File: src/rtl/kst_pkg.sv
package kst_pkg;

  localparam int CMD_QUEUE_DEPTH = 32;

  localparam int RES_DEPTH = 4;
  localparam int RES_PTR_W = 2;
  localparam int RES_CNT_W = 3;

  localparam logic [7:0] BYTE_SET_LEDS = 8'hed;
  localparam logic [7:0] BYTE_ACK      = 8'hfa;
  localparam logic [7:0] BYTE_RESEND   = 8'hfe;

  localparam logic [7:0] SC_ESCAPE     = 8'h01;
  localparam logic [7:0] SC_BACKSPACE  = 8'h0e;
  localparam logic [7:0] SC_TAB        = 8'h0f;
  localparam logic [7:0] SC_ENTER      = 8'h1c;
  localparam logic [7:0] SC_CTRL       = 8'h1d;
  localparam logic [7:0] SC_LSHIFT     = 8'h2a;
  localparam logic [7:0] SC_RSHIFT     = 8'h36;
  localparam logic [7:0] SC_ALT        = 8'h38;
  localparam logic [7:0] SC_CAPS       = 8'h3a;
  localparam logic [7:0] SC_NUM        = 8'h45;
  localparam logic [7:0] SC_SCROLL     = 8'h46;
  localparam logic [7:0] SC_CTRL_UP    = 8'h9d;
  localparam logic [7:0] SC_LSHIFT_UP  = 8'haa;
  localparam logic [7:0] SC_C_UP       = 8'hae;
  localparam logic [7:0] SC_RSHIFT_UP  = 8'hb6;
  localparam logic [7:0] SC_ALT_UP     = 8'hb8;

  localparam logic [7:0] CHAR_LF       = 8'h0a;
  localparam logic [7:0] CHAR_BS       = 8'h08;
  localparam logic [7:0] CHAR_UPPER_A  = 8'h41;
  localparam logic [7:0] CHAR_UPPER_Z  = 8'h5a;
  localparam logic [7:0] CASE_GAP      = 8'h20;

  localparam logic [2:0] KIND_CHAR     = 3'd0;
  localparam logic [2:0] KIND_KBD      = 3'd1;
  localparam logic [2:0] KIND_BREAK    = 3'd2;
  localparam logic [2:0] KIND_SWITCH   = 3'd3;
  localparam logic [2:0] KIND_ESCAPE   = 3'd4;

  localparam logic ITEM_SCAN = 1'b0;
  localparam logic ITEM_IDLE = 1'b1;

  localparam logic REG_BOOT_LEDS   = 1'b0;
  localparam logic REG_RETRY_LIMIT = 1'b1;

  localparam logic [2:0] LED_CAPS   = 3'b100;
  localparam logic [2:0] LED_NUM    = 3'b010;
  localparam logic [2:0] LED_SCROLL = 3'b001;

  localparam logic [3:0] RETRY_LIMIT_RESET = 4'd5;

  typedef struct packed {
    logic [2:0] kind;
    logic [7:0] value;
    logic       last;
  } res_t;

  function automatic logic [7:0] plain_char(input logic [6:0] code);
    logic [7:0] c;
    case (code)
      7'h02: c = 8'h31;
      7'h03: c = 8'h32;
      7'h04: c = 8'h33;
      7'h05: c = 8'h34;
      7'h06: c = 8'h35;
      7'h07: c = 8'h36;
      7'h08: c = 8'h37;
      7'h09: c = 8'h38;
      7'h0a: c = 8'h39;
      7'h0b: c = 8'h30;
      7'h0c: c = 8'h2d;
      7'h0d: c = 8'h3d;
      7'h10: c = 8'h51;
      7'h11: c = 8'h57;
      7'h12: c = 8'h45;
      7'h13: c = 8'h52;
      7'h14: c = 8'h54;
      7'h15: c = 8'h59;
      7'h16: c = 8'h55;
      7'h17: c = 8'h49;
      7'h18: c = 8'h4f;
      7'h19: c = 8'h50;
      7'h1a: c = 8'h5b;
      7'h1b: c = 8'h5d;
      7'h1e: c = 8'h41;
      7'h1f: c = 8'h53;
      7'h20: c = 8'h44;
      7'h21: c = 8'h46;
      7'h22: c = 8'h47;
      7'h23: c = 8'h48;
      7'h24: c = 8'h4a;
      7'h25: c = 8'h4b;
      7'h26: c = 8'h4c;
      7'h27: c = 8'h3b;
      7'h28: c = 8'h27;
      7'h2b: c = 8'h5c;
      7'h2c: c = 8'h5a;
      7'h2d: c = 8'h58;
      7'h2e: c = 8'h43;
      7'h2f: c = 8'h56;
      7'h30: c = 8'h42;
      7'h31: c = 8'h4e;
      7'h32: c = 8'h4d;
      7'h33: c = 8'h2c;
      7'h34: c = 8'h2e;
      7'h35: c = 8'h2f;
      7'h37: c = 8'h2a;
      7'h39: c = 8'h20;
      7'h47: c = 8'h37;
      7'h48: c = 8'h38;
      7'h49: c = 8'h39;
      7'h4a: c = 8'h2d;
      7'h4b: c = 8'h34;
      7'h4c: c = 8'h35;
      7'h4d: c = 8'h36;
      7'h4e: c = 8'h2b;
      7'h4f: c = 8'h31;
      7'h50: c = 8'h32;
      7'h51: c = 8'h33;
      7'h52: c = 8'h30;
      7'h53: c = 8'h2e;
      7'h73: c = 8'h5c;
      7'h7d: c = 8'h5c;
      default: c = 8'h00;
    endcase
    return c;
  endfunction

  function automatic logic [7:0] shift_char(input logic [6:0] code);
    logic [7:0] c;
    case (code)
      7'h02: c = 8'h21;
      7'h03: c = 8'h40;
      7'h04: c = 8'h23;
      7'h05: c = 8'h24;
      7'h06: c = 8'h25;
      7'h07: c = 8'h5e;
      7'h08: c = 8'h26;
      7'h09: c = 8'h2a;
      7'h0a: c = 8'h28;
      7'h0b: c = 8'h29;
      7'h0c: c = 8'h5f;
      7'h0d: c = 8'h2b;
      7'h1a: c = 8'h7b;
      7'h1b: c = 8'h7d;
      7'h27: c = 8'h3a;
      7'h28: c = 8'h22;
      7'h2b: c = 8'h7d;
      7'h33: c = 8'h3c;
      7'h34: c = 8'h3e;
      7'h35: c = 8'h3f;
      7'h73: c = 8'h5f;
      7'h7d: c = 8'h7c;
      default: c = plain_char(code);
    endcase
    return c;
  endfunction

endpackage

File: src/rtl/kst_ram.sv
module kst_ram #(
  parameter int WIDTH = 8,
  parameter int DEPTH = 32
) (
  input  logic                     clk,
  input  logic                     we,
  input  logic [$clog2(DEPTH)-1:0] waddr,
  input  logic [WIDTH-1:0]         wdata,
  input  logic [$clog2(DEPTH)-1:0] raddr,
  output logic [WIDTH-1:0]         rdata
);

  logic [WIDTH-1:0] mem [DEPTH];

  always_ff @(posedge clk) begin
    if (we) begin
      mem[waddr] <= wdata;
    end
    rdata <= mem[raddr];
  end

endmodule

File: src/rtl/kst_keymap.sv
module kst_keymap (
  input  logic [7:0] code,
  input  logic       shifted,
  input  logic       caps,
  output logic [7:0] ch
);

  logic [7:0] raw;
  logic       letter;

  always_comb begin
    if (code[7]) begin
      raw = 8'h00;
    end else if (shifted) begin
      raw = kst_pkg::shift_char(code[6:0]);
    end else begin
      raw = kst_pkg::plain_char(code[6:0]);
    end
  end

  assign letter = (raw >= kst_pkg::CHAR_UPPER_A) && (raw <= kst_pkg::CHAR_UPPER_Z);
  assign ch = (letter && (caps == shifted)) ? raw + kst_pkg::CASE_GAP : raw;

endmodule

File: src/rtl/kst_res_fifo.sv
module kst_res_fifo (
  input  logic                clk,
  input  logic                rst,
  input  logic [1:0]          wr_cnt,
  input  kst_pkg::res_t       wr0,
  input  kst_pkg::res_t       wr1,
  input  logic                stall,
  output logic                valid,
  output kst_pkg::res_t       rd_data,
  output logic                room2
);

  kst_pkg::res_t                   ent [kst_pkg::RES_DEPTH];
  logic [kst_pkg::RES_PTR_W-1:0]   rd_ptr;
  logic [kst_pkg::RES_PTR_W-1:0]   wr_ptr;
  logic [kst_pkg::RES_CNT_W-1:0]   cnt;
  logic                            rd;

  assign valid   = (cnt != '0);
  assign rd      = valid && !stall;
  assign rd_data = ent[rd_ptr];
  assign room2   = (cnt <= kst_pkg::RES_CNT_W'(kst_pkg::RES_DEPTH - 2));

  always_ff @(posedge clk) begin
    if (rst) begin
      rd_ptr <= '0;
      wr_ptr <= '0;
      cnt    <= '0;
    end else begin
      if (rd) begin
        rd_ptr <= rd_ptr + 1'b1;
      end
      wr_ptr <= wr_ptr + kst_pkg::RES_PTR_W'(wr_cnt);
      cnt    <= cnt + kst_pkg::RES_CNT_W'(wr_cnt) - kst_pkg::RES_CNT_W'(rd);
    end
  end

  always_ff @(posedge clk) begin
    if (wr_cnt != 2'd0) begin
      ent[wr_ptr] <= wr0;
    end
    if (wr_cnt == 2'd2) begin
      ent[wr_ptr + 1'b1] <= wr1;
    end
  end

  a_no_overflow: assert property (@(posedge clk) disable iff (rst)
    (wr_cnt != 2'd0) |->
      (cnt + kst_pkg::RES_CNT_W'(wr_cnt)) <= kst_pkg::RES_CNT_W'(kst_pkg::RES_DEPTH))
    else $error("result buffer overflow");

endmodule

File: src/rtl/keyboard_scancode_translator.sv
// scan code set 1 to character translator with keyboard led command queue
// item channel: item_valid / item_stall with kind and scan_code; an idle pass
// (kind high) only lets the next queued command byte go out
// result channel: result_valid / result_stall with out_kind, out_value, last;
// an item gives zero, one or two results, last marks the final one
// config channel: cfg_valid / cfg_ready, cfg_index 0 is boot_leds, 1 is retry_limit
// throughput: one item a cycle, item_stall low; a lock key item stalls the next,
// as its led byte is the second queue write through the single queue ram write port
// a result is written into the result buffer at its item transfer and offered from there
// results leave one a cycle, result_stall low, through a four-entry buffer; when the
// receiver stalls, items are taken while the buffer has room for two more results
// the command queue sits in a synchronous ram, its head entry is read ahead
// from head_next, with forwarding of a write to the same entry
// reset, and a write of boot_leds, load 0xed and then the led value into the queue
// in the restart and pend states, with item_stall high and cfg_ready low meanwhile
module keyboard_scancode_translator #(
  parameter int CMD_QUEUE_DEPTH = kst_pkg::CMD_QUEUE_DEPTH
) (
  input  logic       clk,
  input  logic       rst,
  input  logic       item_valid,
  output logic       item_stall,
  input  logic       kind,
  input  logic [7:0] scan_code,
  output logic       result_valid,
  input  logic       result_stall,
  output logic [2:0] out_kind,
  output logic [7:0] out_value,
  output logic       last,
  input  logic       cfg_valid,
  output logic       cfg_ready,
  input  logic       cfg_index,
  input  logic [3:0] cfg_data
);

  localparam int HW = $clog2(CMD_QUEUE_DEPTH);
  localparam int CW = $clog2(CMD_QUEUE_DEPTH + 1);
  localparam logic [CW:0]   DEPTH_X = (CW + 1)'(CMD_QUEUE_DEPTH);
  localparam logic [HW-1:0] HEAD_LAST = HW'(CMD_QUEUE_DEPTH - 1);

  logic [1:0]    shift_bits;
  logic          ctrl_held;
  logic          alt_held;
  logic          escape_flag;
  logic [2:0]    led_bits;
  logic [2:0]    boot_leds;
  logic [3:0]    retry_limit;
  logic [HW-1:0] head;
  logic [CW-1:0] count;
  logic          awaiting_ack;
  logic [7:0]    pending_byte;
  logic [3:0]    retry_count;
  logic          restart;
  logic          pend;
  logic [HW-1:0] pend_addr;
  logic [7:0]    pend_data;
  logic          fwd_hit;
  logic [7:0]    fwd_data;

  logic [1:0]    shift_bits_next;
  logic          ctrl_held_next;
  logic          alt_held_next;
  logic          escape_flag_next;
  logic [2:0]    led_bits_next;
  logic [HW-1:0] head_next;
  logic [CW-1:0] count_next;
  logic          awaiting_ack_next;
  logic [7:0]    pending_byte_next;
  logic [3:0]    retry_count_next;

  logic          item_acc;
  logic          cfg_acc;
  logic          room2;
  logic          send;
  logic [HW-1:0] head1;
  logic [CW-1:0] count1;
  logic          awaiting1;
  logic [7:0]    pending1;
  logic [7:0]    rdata;
  logic [7:0]    head_byte;
  logic [7:0]    ch;
  logic          lock;
  logic          push1;
  logic          push2;
  logic [CW:0]   sum1;
  logic [CW:0]   sum2;
  logic [HW-1:0] tail1;
  logic [HW-1:0] tail2;
  logic          r1_v;
  logic [2:0]    r1_kind;
  logic [7:0]    r1_val;
  logic          we;
  logic [HW-1:0] waddr;
  logic [7:0]    wdata;
  logic [1:0]    wr_cnt;
  kst_pkg::res_t res0;
  kst_pkg::res_t res1;
  kst_pkg::res_t res_out;

  assign item_stall = restart || pend || !room2;
  assign item_acc   = item_valid && !item_stall;
  assign cfg_ready  = !restart && !pend;
  assign cfg_acc    = cfg_valid && cfg_ready;

  kst_ram #(
    .WIDTH (8),
    .DEPTH (CMD_QUEUE_DEPTH)
  ) u_queue (
    .clk   (clk),
    .we    (we),
    .waddr (waddr),
    .wdata (wdata),
    .raddr (head_next),
    .rdata (rdata)
  );

  assign head_byte = fwd_hit ? fwd_data : rdata;

  kst_keymap u_keymap (
    .code    (scan_code),
    .shifted (shift_bits != 2'b00),
    .caps    ((led_bits & kst_pkg::LED_CAPS) != 3'b000),
    .ch      (ch)
  );

  // send step at the start of the item
  always_comb begin
    send      = (count != '0) && !awaiting_ack;
    head1     = head;
    count1    = count;
    awaiting1 = awaiting_ack;
    pending1  = pending_byte;
    if (send) begin
      head1     = (head == HEAD_LAST) ? '0 : head + 1'b1;
      count1    = count - 1'b1;
      awaiting1 = 1'b1;
      pending1  = head_byte;
    end
  end

  always_comb begin
    shift_bits_next   = shift_bits;
    ctrl_held_next    = ctrl_held;
    alt_held_next     = alt_held;
    escape_flag_next  = escape_flag;
    led_bits_next     = led_bits;
    awaiting_ack_next = awaiting1;
    retry_count_next  = retry_count;
    lock              = 1'b0;
    r1_v              = 1'b0;
    r1_kind           = kst_pkg::KIND_CHAR;
    r1_val            = ch;
    if (kind == kst_pkg::ITEM_SCAN) begin
      r1_v = (ch != 8'h00);
      case (scan_code)
        kst_pkg::SC_ENTER: begin
          r1_v   = 1'b1;
          r1_val = kst_pkg::CHAR_LF;
        end
        kst_pkg::SC_BACKSPACE: begin
          r1_v   = 1'b1;
          r1_val = kst_pkg::CHAR_BS;
        end
        kst_pkg::SC_TAB: begin
          if (alt_held) begin
            r1_v    = 1'b1;
            r1_kind = kst_pkg::KIND_SWITCH;
            r1_val  = 8'h00;
          end
        end
        kst_pkg::SC_C_UP: begin
          if (ctrl_held) begin
            r1_v    = 1'b1;
            r1_kind = kst_pkg::KIND_BREAK;
            r1_val  = 8'h00;
          end
        end
        kst_pkg::SC_LSHIFT:    shift_bits_next = shift_bits | 2'b01;
        kst_pkg::SC_RSHIFT:    shift_bits_next = shift_bits | 2'b10;
        kst_pkg::SC_LSHIFT_UP: shift_bits_next = shift_bits & 2'b10;
        kst_pkg::SC_RSHIFT_UP: shift_bits_next = shift_bits & 2'b01;
        kst_pkg::SC_CTRL:      ctrl_held_next = 1'b1;
        kst_pkg::SC_CTRL_UP:   ctrl_held_next = 1'b0;
        kst_pkg::SC_ALT:       alt_held_next = 1'b1;
        kst_pkg::SC_ALT_UP:    alt_held_next = 1'b0;
        kst_pkg::SC_ESCAPE: begin
          escape_flag_next = !escape_flag;
          r1_v             = 1'b1;
          r1_kind          = kst_pkg::KIND_ESCAPE;
          r1_val           = {7'b0, !escape_flag};
        end
        kst_pkg::SC_CAPS: begin
          led_bits_next = led_bits ^ kst_pkg::LED_CAPS;
          lock          = 1'b1;
        end
        kst_pkg::SC_NUM: begin
          led_bits_next = led_bits ^ kst_pkg::LED_NUM;
          lock          = 1'b1;
        end
        kst_pkg::SC_SCROLL: begin
          led_bits_next = led_bits ^ kst_pkg::LED_SCROLL;
          lock          = 1'b1;
        end
        kst_pkg::BYTE_ACK: begin
          awaiting_ack_next = 1'b0;
          retry_count_next  = 4'd0;
        end
        kst_pkg::BYTE_RESEND: begin
          if (awaiting1 && (retry_count < retry_limit)) begin
            r1_v             = 1'b1;
            r1_kind          = kst_pkg::KIND_KBD;
            r1_val           = pending1;
            retry_count_next = retry_count + 1'b1;
          end
        end
        default: begin
        end
      endcase
    end
  end

  // queue pushes, each dropped on its own when full
  always_comb begin
    sum1  = (CW + 1)'(head1) + (CW + 1)'(count1);
    sum2  = sum1 + 1'b1;
    tail1 = (sum1 >= DEPTH_X) ? HW'(sum1 - DEPTH_X) : HW'(sum1);
    tail2 = (sum2 >= DEPTH_X) ? HW'(sum2 - DEPTH_X) : HW'(sum2);
    push1 = lock && ((CW + 1)'(count1) < DEPTH_X);
    push2 = lock && (((CW + 1)'(count1) + 1'b1) < DEPTH_X);
    count_next = count1 + CW'(push1) + CW'(push2);
    pending_byte_next = pending1;
  end

  always_comb begin
    if (restart) begin
      head_next = '0;
    end else if (item_acc) begin
      head_next = head1;
    end else begin
      head_next = head;
    end
  end

  always_comb begin
    if (restart) begin
      we    = 1'b1;
      waddr = '0;
      wdata = kst_pkg::BYTE_SET_LEDS;
    end else if (pend) begin
      we    = 1'b1;
      waddr = pend_addr;
      wdata = pend_data;
    end else begin
      we    = item_acc && push1;
      waddr = tail1;
      wdata = kst_pkg::BYTE_SET_LEDS;
    end
  end

  always_comb begin
    res0 = send ? '{kind: kst_pkg::KIND_KBD, value: head_byte, last: !r1_v}
                : '{kind: r1_kind, value: r1_val, last: 1'b1};
    res1 = '{kind: r1_kind, value: r1_val, last: 1'b1};
    wr_cnt = item_acc ? (2'(send) + 2'(r1_v)) : 2'd0;
  end

  kst_res_fifo u_res (
    .clk     (clk),
    .rst     (rst),
    .wr_cnt  (wr_cnt),
    .wr0     (res0),
    .wr1     (res1),
    .stall   (result_stall),
    .valid   (result_valid),
    .rd_data (res_out),
    .room2   (room2)
  );

  assign out_kind  = res_out.kind;
  assign out_value = res_out.value;
  assign last      = res_out.last;

  always_ff @(posedge clk) begin
    if (rst) begin
      shift_bits   <= 2'b00;
      ctrl_held    <= 1'b0;
      alt_held     <= 1'b0;
      escape_flag  <= 1'b0;
      led_bits     <= 3'b000;
      boot_leds    <= 3'b000;
      retry_limit  <= kst_pkg::RETRY_LIMIT_RESET;
      head         <= '0;
      count        <= '0;
      awaiting_ack <= 1'b0;
      pending_byte <= 8'h00;
      retry_count  <= 4'd0;
      restart      <= 1'b1;
      pend         <= 1'b0;
      fwd_hit      <= 1'b0;
    end else begin
      fwd_hit <= we && (waddr == head_next);
      if (restart) begin
        restart      <= 1'b0;
        led_bits     <= boot_leds;
        head         <= '0;
        count        <= CW'(2);
        awaiting_ack <= 1'b0;
        pending_byte <= 8'h00;
        retry_count  <= 4'd0;
        pend         <= 1'b1;
      end else if (pend) begin
        pend <= 1'b0;
      end else if (item_acc) begin
        shift_bits   <= shift_bits_next;
        ctrl_held    <= ctrl_held_next;
        alt_held     <= alt_held_next;
        escape_flag  <= escape_flag_next;
        led_bits     <= led_bits_next;
        head         <= head1;
        count        <= count_next;
        awaiting_ack <= awaiting_ack_next;
        pending_byte <= pending_byte_next;
        retry_count  <= retry_count_next;
        pend         <= push2;
      end
      if (cfg_acc) begin
        if (cfg_index == kst_pkg::REG_BOOT_LEDS) begin
          boot_leds <= cfg_data[2:0];
          restart   <= 1'b1;
        end else begin
          retry_limit <= cfg_data;
        end
      end
    end
  end

  always_ff @(posedge clk) begin
    fwd_data <= wdata;
    if (restart) begin
      pend_addr <= HW'(1);
      pend_data <= {5'b0, boot_leds};
    end else if (item_acc) begin
      pend_addr <= tail2;
      pend_data <= {5'b0, led_bits_next};
    end
  end

  a_count_bound: assert property (@(posedge clk) disable iff (rst)
    (CW + 1)'(count) <= DEPTH_X)
    else $error("command queue count beyond depth");

  a_pend_blocks: assert property (@(posedge clk) disable iff (rst)
    pend |-> (item_stall && !cfg_ready))
    else $error("transfer taken while second queue write pending");

  a_send_awaits: assert property (@(posedge clk) disable iff (rst)
    (item_acc && send && !((kind == kst_pkg::ITEM_SCAN) && (scan_code == kst_pkg::BYTE_ACK)))
      |=> awaiting_ack)
    else $error("sent byte not awaiting ack");

  a_restart_load: assert property (@(posedge clk) disable iff (rst)
    restart |=> ((count == CW'(2)) && (head == '0) && pend))
    else $error("queue restart did not load two bytes");

endmodule
File: config.mk
export PLATFORM = sky130hd
export DESIGN_NAME = keyboard_scancode_translator
export DESIGN_NICKNAME = d
export VERILOG_FILES = /design/src/rtl/kst_pkg.sv /design/src/rtl/kst_ram.sv /design/src/rtl/kst_keymap.sv /design/src/rtl/kst_res_fifo.sv /design/src/rtl/keyboard_scancode_translator.sv
export SDC_FILE = /design/constraint.sdc
export NUM_CORES = 1
export LEC_CHECK = 0
export BUFFER_PORTS_ARGS = -buffer_cell sky130_fd_sc_hd__buf_2
export CORE_MARGIN = 5
export CORE_UTILIZATION = 55
export CTS_CLUSTER_DIAMETER = 30
export DETAILED_ROUTE_END_ITERATION = 7
export MAX_ROUTING_LAYER = met4
export PLACE_DENSITY_LB_ADDON = 0.15
export SETUP_SLACK_MARGIN = 0.5
export SYNTH_ARGS = -nofsm -noshare
export SYNTH_HDL_FRONTEND = slang
export SYNTH_SLANG_ARGS = --single-unit
File: constraint.sdc
create_clock -name clk -period 4.52 [get_ports clk]
set_input_delay 0.226 -clock clk [delete_from_list [all_inputs] [get_ports clk]]
set_output_delay 0.226 -clock clk [all_outputs]
set_load 0.1 [all_outputs]
* Word level (Yosys, flattened, before mapping)
Memories as Yosys holds them, arrays and structs flattened. A register that Yosys moved wholly into a read port is not among the register bits.
Cells that the tools add are included.
** Word-level totals
- Output and inout bits :: 15
- Register bits :: 65
- Memories :: 4
- Memory bits (writable) :: 304
- Input port bits :: 19
- Logic and storage cells :: 226
- ROM bits :: 1792
** Memories
- (name not given) :: words 128, width 7, rd ports 1, clocked after memory_dff 0, wr ports 0, RTL line kst_pkg.sv:62 : case (code)
- (name not given) :: words 128, width 7, rd ports 1, clocked after memory_dff 0, wr ports 0, RTL line kst_pkg.sv:62
- u_queue.mem :: words 32, width 8, rd ports 1, clocked after memory_dff 1, wr ports 1, RTL line kst_ram.sv:13 : logic [WIDTH-1:0] mem [DEPTH];
- u_res.ent :: words 4, width 12, rd ports 1, clocked after memory_dff 1, wr ports 2, RTL line kst_res_fifo.sv:13 : kst_pkg::res_t ent [kst_pkg::RES_DEPTH];
** Operators by class
- Magnitude comparators :: 8
- Bitwise gates (word level) :: 11
- Eq/ne operators :: 46
- $add $sub $neg :: 17
- Reductions and logical operators :: 48
- Multiplexer cells :: 69
** Operators with widths (number)
- case mux 8 bit (20 select lines) :: 1
- two-way mux 8 bit :: 11
- == test 8 bit (second input constant) :: 7
- case mux 8 bit (6 select lines) :: 1
- == test 7 x 4 -> 1 bit (second input constant) :: 6
- == test 7 x 6 -> 1 bit (second input constant) :: 6
- two-way mux 5 bit :: 8
- == test 8 x 6 -> 1 bit (second input constant) :: 4
- == test 7 x 3 -> 1 bit (second input constant) :: 4
- two-way mux 1 bit :: 23
- two-way mux 3 bit :: 7
- AND reduction 5 bit :: 4
- == test 8 x 4 -> 1 bit (second input constant) :: 2
- == test 8 x 5 -> 1 bit (second input constant) :: 2
- == test 8 x 7 -> 1 bit (second input constant) :: 2
- two-way mux 2 bit :: 8
- nonzero test 2 bit :: 8
- == test 7 x 2 -> 1 bit (second input constant) :: 2
- == test 7 x 5 -> 1 bit (second input constant) :: 2
- == test 7 bit (second input constant) :: 2
- greater-or-equal comparator 7 x 6 -> 1 bit (second input constant) :: 2
- AND reduction 7 bit :: 2
- adder 6 x 1 -> 6 bit :: 2
- logical AND 1 bit :: 12
- other kinds (43) :: 71

* Longest topological paths before layout
Gate-level depths: netlist (run 1).
- Depth after elaboration :: 18
- Gate-level depth with buffers :: 25
- Gate-level depth less buffers :: 23

* Cells and area by module
A second synthesis (run 1) with hierarchy kept.
** Unflattened totals
- Cells, all modules :: 1337
- Area, all modules :: 18433.9 um2
** By module, submodules not included
- kst_ram :: seq. area each 7847.5 um2, area an instance 10053.4 um2, times used 1, cells an instance 417
- keyboard_scancode_translator :: seq. area each 1111.1 um2, area an instance 3791.1 um2, times used 1, cells an instance 490
- kst_res_fifo :: seq. area each 1621.6 um2, area an instance 2854.0 um2, times used 1, cells an instance 169
- kst_keymap :: seq. area each 0.0 um2, area an instance 1735.4 um2, times used 1, cells an instance 261

* Least setup slack after synthesis (run 1)
Ideal clock, no wire load.
- Path type :: input -> register
- Start point :: input port scan_code[1]
- End point :: memory u_res.ent[0][10] (netlist bit), enable pin
- Setup time :: 0.402 ns
- Data required time :: 4.118 ns
- Arrival :: 4.552 ns
- Stages :: 19
- Setup slack :: -0.433 ns
- Buffers on the path :: 2
- Path through :: buf_2 > inv_1 > ha_1 > buf_2 > nor2_2 > a22oi_1 > a311oi_2 > nand2_1 > or4_1 > o211ai_1 > inv_1 > ha_1 > nor2_1 > a22o_1 > nand3b_1 > a211oi_1 > o21ai_0 > ha_1 > o31ai_1
** RTL lines
- start: declaration :: RTL line keyboard_scancode_translator.sv:24 : input logic [7:0] scan_code,
- end: declaration :: RTL line kst_res_fifo.sv:13

* Worst setup path after layout (run 1)
- Start point :: input port scan_code[0]
- End point :: register u_res.cnt[1] (netlist bit)
** Between the ends
- Longest elaborated chain between the ends :: 17
- Elaborated cells between the ends (all ways) :: 52
- Those cells by class :: 4 x add/sub; 2 x order compare; 28 x eq/ne; 10 x mux; 6 x reduce/logical; 2 x memory
** Ends and longest elaborated chain
- parallel branches: the longest is 11 deep, another holds greater-or-equal comparator 8 x 7 -> 1 bit
- case mux 1 bit (4 select lines) (*) :: RTL line keyboard_scancode_translator.sv:155 : case (scan_code)
- two-way mux 1 bit (*) :: RTL line keyboard_scancode_translator.sv:153 : if (kind == kst_pkg::ITEM_SCAN) begin
- adder 1 x 1 -> 2 bit (*) :: RTL line keyboard_scancode_translator.sv:264 : wr_cnt = item_acc ? (2'(send) + 2'(r1_v)) : 2'd0;
- two-way mux 2 bit (*) :: RTL line keyboard_scancode_translator.sv:264
- adder 3 x 2 -> 3 bit (*) :: RTL line kst_res_fifo.sv:34 : cnt <= cnt + kst_pkg::RES_CNT_W'(wr_cnt) - kst_pkg::RES_CNT_W'(rd);
- subtractor 3 x 1 -> 3 bit (*) :: RTL line kst_res_fifo.sv:34
- end signal: assignment :: RTL line kst_res_fifo.sv:34
- end: declaration :: RTL line kst_res_fifo.sv:16 : logic [kst_pkg::RES_CNT_W-1:0] cnt;
Mark *: on every way between the ends.
A chain may end at the register's enable or synchronous reset.

==> impl_summary.md, run 1 <==
Run status
The flow ran to the end, and the final reports show no timing, DRC or antenna violations.

Timing
The hold violation total from the final report is 0. Setup repair after global routing could not meet its margin everywhere. The clock arrives with 0.0337 ns of skew.

The peak clock frequency supported by timing is about 0.24 GHz. The final critical path time including I/O delays and setup is 4.14 ns. The relative slew slack is 0.340. For the pin with the worst max-slew slack, the measured transition is 0.989 ns. The setup violation total in the final timing report is 0.

The share of the clock period used by the worst path after layout is 0.915. The number of max-slew violations in the final report is 0.

Worst setup path
Walking the worst path, the cells encountered are buf_12 > clkinvlp_4 > buf_4 > buf_6 > ha_4 > mux4_2 > nor2_4 > o311ai_2 > or4_4 > o21ai_4 > a21bo_1 > a22o_1 > nand3b_1 > a211oi_2 > o21ai_1 > ha_2 > nand2_4 > ha_4 > inv_2 > ha_4 > fa_2 > nor2b_1. In this run the worst path has a maximum fanout of 4. The critical path runs through a total of 22 cells.

Together, buffers and inverters on the worst path number 5. The worst setup path is launched from a primary input. The most used cell along the critical path is ha_4.

The family with the most delay on the worst path is adder cells. Data arrives at the worst endpoint at approximately 4.5 ns. The largest stage delay on the critical path is 0.53 ns. The worst setup path is of the in -> reg kind. Setup slack on the worst reg-to-reg path comes out at 0.66 ns. The required time of the critical path is 4.91 ns. The slowest stage of the critical path is the or4_4 cell. STA classifies the critical path endpoint as a flop. The number of cells on the worst reg-to-reg path is 18.

Die
After floorplanning, the core was divided into 55 placement rows. The die is 163 µm tall. The starting density of the core is 0.562. The die is 163 µm wide. The die area is between 0.02 and 0.03 mm². The count of boundary I/O pins is 34. The placeable core area is around 0.023 mm².

Placed design
Detailed placement finished with a half-perimeter wire length of ~23000 µm. Routability-driven placement finished with a final weighted congestion of 0.923. The number of buffer cells added on primary ports is 33.

The instance count after placement with tap cells included is between 1.5k and 2k.

Pwr
Summed over all cells, the static leakage comes to approximately 5.9 nW. VDD sags by at most 0.620 mV. The final total power is 7.52 mW. In this run the power density over the cells is 444 mW/mm².

Global route
The via count of the first global-routing pass is 10.2k. Summed over all layers, the global routing overflow is 0. Entering global routing, the biggest net connects 34 pins. The all-layer global routing usage is 0.265.

The wire length of the first global-routing pass is roughly 55000 µm. The number of antenna violations at the first check in global routing is 0.

Clock tree
The later pin in the worst-skew pair is clocked with a latency of 0.53 ns. After clock tree synthesis, the clock-pin slew on the worst setup and hold paths is roughly 0.05 ns. TritonCTS built the clock tree. TritonCTS created 44 clock buffers. In this run the number of H-tree levels came out at 2. In this run the clock root is driven by a clkbuf_16.

The CTS sink count is 243. In this run the deepest clock path goes through 3 buffers.

Flow run
The number of violations of the max-capacitance limit is 0.

Logic synthesis
The flip-flop and latch count after synthesis is 243. The count of flip-flops with a built-in enable after synthesis is 175. The average cell area after synthesis is 11.1 µm². After synthesis, the netlist uses 86 different library cells. Synthesis produced a netlist whose cell count is 1154. The share of the yosys chip area belonging to registers is 0.516. During synthesis, Yosys emitted a total of 0 warnings.

In the synthesized netlist the dominant register cell turns out to be edfxtp_1. The fraction of synthesis flops using an asynchronous set or reset pin is 0. The summed instance area of the synthesized netlist is 0.0128 mm². The number of nets in the synthesized netlist is 1207.

Layout
Leaving out fill and tap cells, the most frequent cell in the layout is edfxtp_1. The library cells used most frequently in the layout, excluding fill and tap cells, are 175 x edfxtp_1, 131 x buf_4, 102 x nor2_1, 66 x dfxtp_1, 56 x nand2_1. The area growth from synthesis to layout is 32.3%. Of the cells placed in the final design, the portion with a size suffix greater than 1 is 0.337. The net count of the finished layout is 1379. The number of standard cells in the final layout excluding fillers is 1673.

The antenna diode instance count is 0.

Routing
The via count normalized by instance count is 6.11. In this run the remaining antenna-violating nets after routing total 0. The post-detailed-route DRC marker count is 0.

The first detailed-routing pass ran for 5 iterations. The first-iteration detailed-routing DRC count is 800. The routed wire length per instance is 21.1 µm. The total wire length is 35300 µm. The total via count after detailed routing is a little over 10k.

Min path
The number of cells on the worst hold path is 4. The min-delay analysis places its worst path in the category in -> reg.
worst register-to-register path, stage by stage, from the launching register on:
cell,delay [ns]
dfxtp_1,0.35
or2_2,0.16
o31ai_1,0.08
or4_4,0.51
o211ai_1,0.14
inv_1,0.08
ha_2,0.21
nor2_4,0.09
a22o_1,0.19
nand3b_1,0.14
a211oi_2,0.20
o21ai_1,0.12
ha_2,0.37
nand2_4,0.10
ha_4,0.28
inv_2,0.04
ha_4,0.15
fa_2,0.51
nor2b_1,0.11
per-stage QoR:
| stage | util | setup WS, ns | hold WS (ns) | instance area, µm² | setup TNS, ns |
|---|---|---|---|---|---|
| after floorplan | - | 0.181 | 0.344 | 13000 | 0 |
| after global placement | 0.622 | -0.142 | 0.448 | 14200 | -3.84 |
| after detailed placement | 0.622 | -0.230 | 0.457 | 14200 | -7.80 |
| after CTS | 0.706 | 0.486 | 0.0959 | 16100 | 0 |
| after global routing | 0.744 | 0.212 | 0.147 | 17000 | 0 |
| final | 0.744 | 0.383 | 0.117 | 17000 | 0 |
metal layers:
layer / track usage / share of wire / up-vias
met5: - / 0 / -
met4: 0.109 / 0.037 / 0
met3: 0.0306 / 0.047 / 99
met2: 0.443 / 0.51 / 340
met1: 0.330 / 0.40 / 5008
li1: - / - / 4776
synth_stat cells, types with 15 or more instances:
cell	n	area (µm²)
o211ai_1	19	143
nand3_1	28	140
clkbuf_1	32	120
nand2_1	69	259
o221ai_1	19	166
o21ai_0	57	285
o21a_1	15	113
o22ai_1	31	194
a21oi_1	50	250
dfxtp_1	68	1360
ha_1	31	388
nand2b_1	19	119
nor2b_1	16	100
mux4_2	34	766
mux2i_1	27	270
xnor2_1	20	175
edfxtp_1	175	5260
buf_2	20	100
nor2_1	143	537
inv_1	35	131
xor2_1	15	131
nor3_1	15	75.1
repair_timing:
item / 4_1_cts / 5_1_grt
endpoints found under the hold margin: 7 / 0
setup endpoints to repair: 204 / 229
hold buffers: 4 / 0
gates resized for setup: 42 / 147
pin swaps: 14 / 30
gates cloned: 0 / 3
buffers inserted: 17 / 15
state kept, by name (all words and copies together) (netlist names), 2 cells and up, named ones only:
| register | cells |
|---|---|
| boot_leds | 3 |
| count | 6 |
| fwd_data | 4 |
| head | 5 |
| led_bits | 3 |
| pend_addr | 5 |
| pend_data | 3 |
| pending_byte | 8 |
| retry_count | 4 |
| retry_limit | 4 |
| shift_bits | 2 |
| u_queue.mem | 128 |
| u_queue.rdata | 4 |
| u_res.cnt | 3 |
| u_res.ent | 48 |
| u_res.rd_ptr | 2 |
| u_res.wr_ptr | 2 |
cells by family (layout without fill, tap and decap cells):
kind of cell / count (synthesis) / count (layout) / synth area share
xor+xnor: 35 / 35 / 0.0239
fa+ha+maj: 34 / 34 / 0.0350
mux: 68 / 68 / 0.0879
flops: 243 / 243 / 0.516
buf+inv: 112 / 316 / 0.0415
simple gates: 363 / 364 / 0.137
compound gates: 299 / 300 / 0.158
cell type report:
cell class | count | area [µm²]
fill | 1468 | 5820
timing repair buffer | 197 | 1660
inverter | 39 | 155
multi-input combinational | 801 | 6560
sequential | 243 | 6620
clock buffer | 47 | 1130
clock inverter | 33 | 434
tap | 313 | 392
power breakdown:
group	switching (mW)	internal, mW
clock	1.18	2.26
combinational	1.00	0.520
sequential	0.0875	2.48
total	2.27	5.25
worst paths after layout:
kind / from / endpoint
worst min register to register: pending_byte[7] / pending_byte[7]
worst max register to register: shift_bits[0] / u_res.cnt[1]
worst min-delay path: cfg_index / boot_leds[0]
worst max-delay path: scan_code[0] / u_res.cnt[1]
Power figures use the tool's default switching activity.
==> run 2, diff against run 1 <==
--- a/config.mk
+++ b/config.mk
@@ -7,7 +7,7 @@
 export LEC_CHECK = 0
 export BUFFER_PORTS_ARGS = -buffer_cell sky130_fd_sc_hd__buf_2
 export CORE_MARGIN = 5
-export CORE_UTILIZATION = 55
+export CORE_UTILIZATION = 45
 export CTS_CLUSTER_DIAMETER = 30
 export DETAILED_ROUTE_END_ITERATION = 7
 export MAX_ROUTING_LAYER = met4
==> impl_summary.md, run 2 (synthesis gave the netlist of run 1 again) <==
Layout
The layout cell share with drive strength beyond 1 came to 0.331 (-0.00586). The number of fillers in the final layout was 2348 (+60%). The register with the most flip-flops in the final layout is u_queue.mem. The flip-flop count of the largest register after layout was 128 (unchanged).

The antenna diode instance count came to 0 (unchanged). The most common cell after layout, fill and taps aside is edfxtp_1. The multi-input logic area is 0.00634 mm² (-3.4%).

The number of standard cells in the final layout excluding fillers came to 1753 (+4.8%). The register area came to 0.00662 mm² (about the same). Compared with the post-synthesis result, the final layout area differs by 31.6%. Leaving out fill and tap cells, the most frequent cells in the layout are 175 x edfxtp_1, 154 x buf_4, 107 x nor2_1, 65 x dfxtp_1, 59 x nand2_1. The number of nets in the final layout is 1392 (+0.94%). The utilization after layout came to 0.603 (-0.141). The largest registers in the layout are u_queue.mem (128), u_res.ent (48), pending_byte (8).

Worst setup path
The worst register-to-register path begins at count[1]. The data arrival time of the worst path is 4.29 ns (-0.23 ns). The startpoint kind of the worst setup timing path is a primary input. The maximum fanout encountered on the critical timing path is 7 (+3).

The required time of the critical path is 4.78 ns (-0.13 ns). The kind of capture point of the worst setup path is a flop. Tracing the worst setup path back leads to its startpoint at scan_code[1]. The classification of the worst setup path is in -> reg.

Clock tree
The number of buffers inserted during clock tree synthesis is 46 (+4.5%). The tree is rooted in a clkbuf_16. The clock latency on the worst-skew pair is 0.55 ns (+0.02 ns). The clock tree from TritonCTS is built. The count of H-tree levels built during CTS was 2 (unchanged).

The maximum clock path buffer count is 3 (unchanged). The CTS sink count was 243 (unchanged). The register clock-pin slew on the reported worst setup and hold paths is 0.05 ns (about the same).

Global route
The remaining global-route overflow is 0 (unchanged). The maximum number of pins on one net before global-route repair is 34 (unchanged). The via count of the first global-routing pass is 10.1k (-0.67%).

The number of antenna violations at the first check in global routing is 0 (unchanged). The all-layer global routing usage is 0.227 (-0.0375). The wire length of the first global-routing pass is 55700 µm (+2.0%).

Timing
The slew at the pin with the worst max-slew slack is 1.18 ns (+0.195 ns). The share of the clock period used by the worst path after layout is 0.892 (-0.0236). The number of max-slew violations in the final report is 0 (unchanged). The minimum setup slack in the final design is 0.490 ns (+0.107 ns). The hold violation total from the final report is 0 (unchanged).

The setup violation total in the final timing report was 0 (unchanged). Setup repair after global routing could not meet its margin everywhere. The final critical path time including I/O delays and setup is 4.03 ns (-0.107 ns).

The relative slew slack was 0.209 (-0.130). The peak clock frequency supported by timing is 0.248 GHz (+2.7%). The setup clock skew after layout is 0.0414 ns (+0.00771 ns).

Die
The die area was 0.0319 mm² (+21%). The height of the chip is 179 µm (+9.9%). The width of the die was 179 µm (+9.9%).

The starting density of the core is 0.459 (-0.104). The placeable core area came to 0.0279 mm² (+23%). The count of boundary I/O pins came to 34 (unchanged). The number of rows in the core area was 61 (+11%).

Placed design
The pre-CTS setup slack is -0.215 ns (+0.0148 ns). The instance count after placement with tap cells included came to 1635 (+5.2%). The half-perimeter wire length after placement is 24500 µm (+5.7%). The number of buffer cells added on primary ports was 33 (unchanged).

The routability congestion estimate was 0.979 (+6.1%).

Routing
The total wire length is 35500 µm (+0.51%). The antenna violation net count after detailed routing is 0 (unchanged). The total via count after detailed routing is 10.0k (-2.0%).

The via count normalized by instance count is 5.72 (-6.4%). The routed wire length per instance is 20.2 µm (-4.1%). The first-iteration detailed-routing DRC count is 827 (+3.4%). The first-pass detailed-route iteration total is 5 (unchanged). The post-detailed-route DRC marker count came to 0 (unchanged).

Min path
The class of the worst hold path is in -> reg. The startpoint identified for the worst hold timing path is cfg_index.

Run status
The run finished with clean final reports.

Pwr
The power per cell area came to 444 mW/mm² (+0.11%). The worst IR drop on VDD is 0.388 mV (-37%). The static power due to leakage is 5.95 nW (+0.73%).

The final total power is 7.49 mW (-0.47%).

Flow run
The number of violations of the max-capacitance limit was 0 (unchanged).
run 2: cell types whose count changed in the layout (fill, tap and decap cells not counted), moves of 4 or more:
cell	before	now
nand3_4	7	3
o21ai_2	2	6
nor2_2	13	17
buf_4	131	154
nor2_4	33	24
buf_12	13	9
o22ai_2	7	3
nor2_1	102	107
o22ai_1	24	28
buf_6	16	10
run 2: what timing repair did:
| action | 4_1_cts | 5_1_grt |
|---|---|---|
| pin swaps | 9 | 28 |
| hold buffers | 4 | 0 |
| buffers inserted | 6 | 22 |
| endpoints found under the hold margin | 7 | 0 |
| resized for setup | 26 | 119 |
| setup endpoints to repair | 142 | 220 |
| gates cloned | 0 | 2 |
run 2: through the flow:
| stage | hold slack (ns) | cell area [µm²] | setup TNS, ns |
|---|---|---|---|
| 4_1_cts | 0.0773 | 16100 | 0 |
| 3_5_place_dp | 0.461 | 14400 | -11.05 |
| 3_3_place_gp | 0.452 | 14400 | -5.73 |
| 6_report | 0.0985 | 16900 | 0 |
| 2_1_floorplan | 0.344 | 13000 | 0 |
| 5_1_grt | 0.101 | 16900 | 0 |
run 2: final cells by class:
cell class / count / area share
flip-flops and latches: 243 / 0.393
multi-input cells: 800 / 0.376
repair buffers: 209 / 0.0993
clock buffers: 50 / 0.0704
well taps: 378 / 0.0281
clock inverters: 34 / 0.0242
inverters: 39 / 0.00928
run 2: worst max-delay path: stages:
cell and delay, ns:
clkbuf_4 0.15, buf_12 0.14, ha_1 0.24, nor3b_2 0.21, a311oi_1 0.07, o311ai_1 0.37, o311ai_2 0.19, or4_4 0.51
o21ai_2 0.09, a21bo_1 0.22, a22o_1 0.24, nand3b_1 0.12, a211oi_2 0.08, o21ai_1 0.17, ha_1 0.28, nand2_2 0.13
buf_12 0.12, nand2_8 0.07, and3_4 0.20, a32oi_4 0.22, buf_12 0.16, o22ai_1 0.08
run 2: worst paths after layout:
path / to / slack (ns) / cells past startpoint
worst max-delay path: u_res.ent[0][3] / 0.49 / 22
worst min-delay path: boot_leds[0] / 0.1 / 4
worst max register to register: count[4] / 0.70 / 17
worst min register to register: pending_byte[7] / 0.48 / 1
run 2: per-layer routing:
metal | vias to the layer above | routed length (µm) | global-route usage
met3 | 88 | 1600 | 0.0337
met2 | 298 | 17600 | 0.382
met4 | 0 | 1120 | 0.0707
met5 | - | 0 | -
li1 | 4781 | - | -
met1 | 4855 | 15200 | 0.285
run 2: power breakdown:
part	total, mW	internal [mW]	switching (mW)	leakage, nW
combinational	1.49	0.515	0.980	3.04
clock	3.43	2.23	1.20	0.759
sequential	2.56	2.48	0.0870	2.15
total	7.49	5.22	2.27	5.95
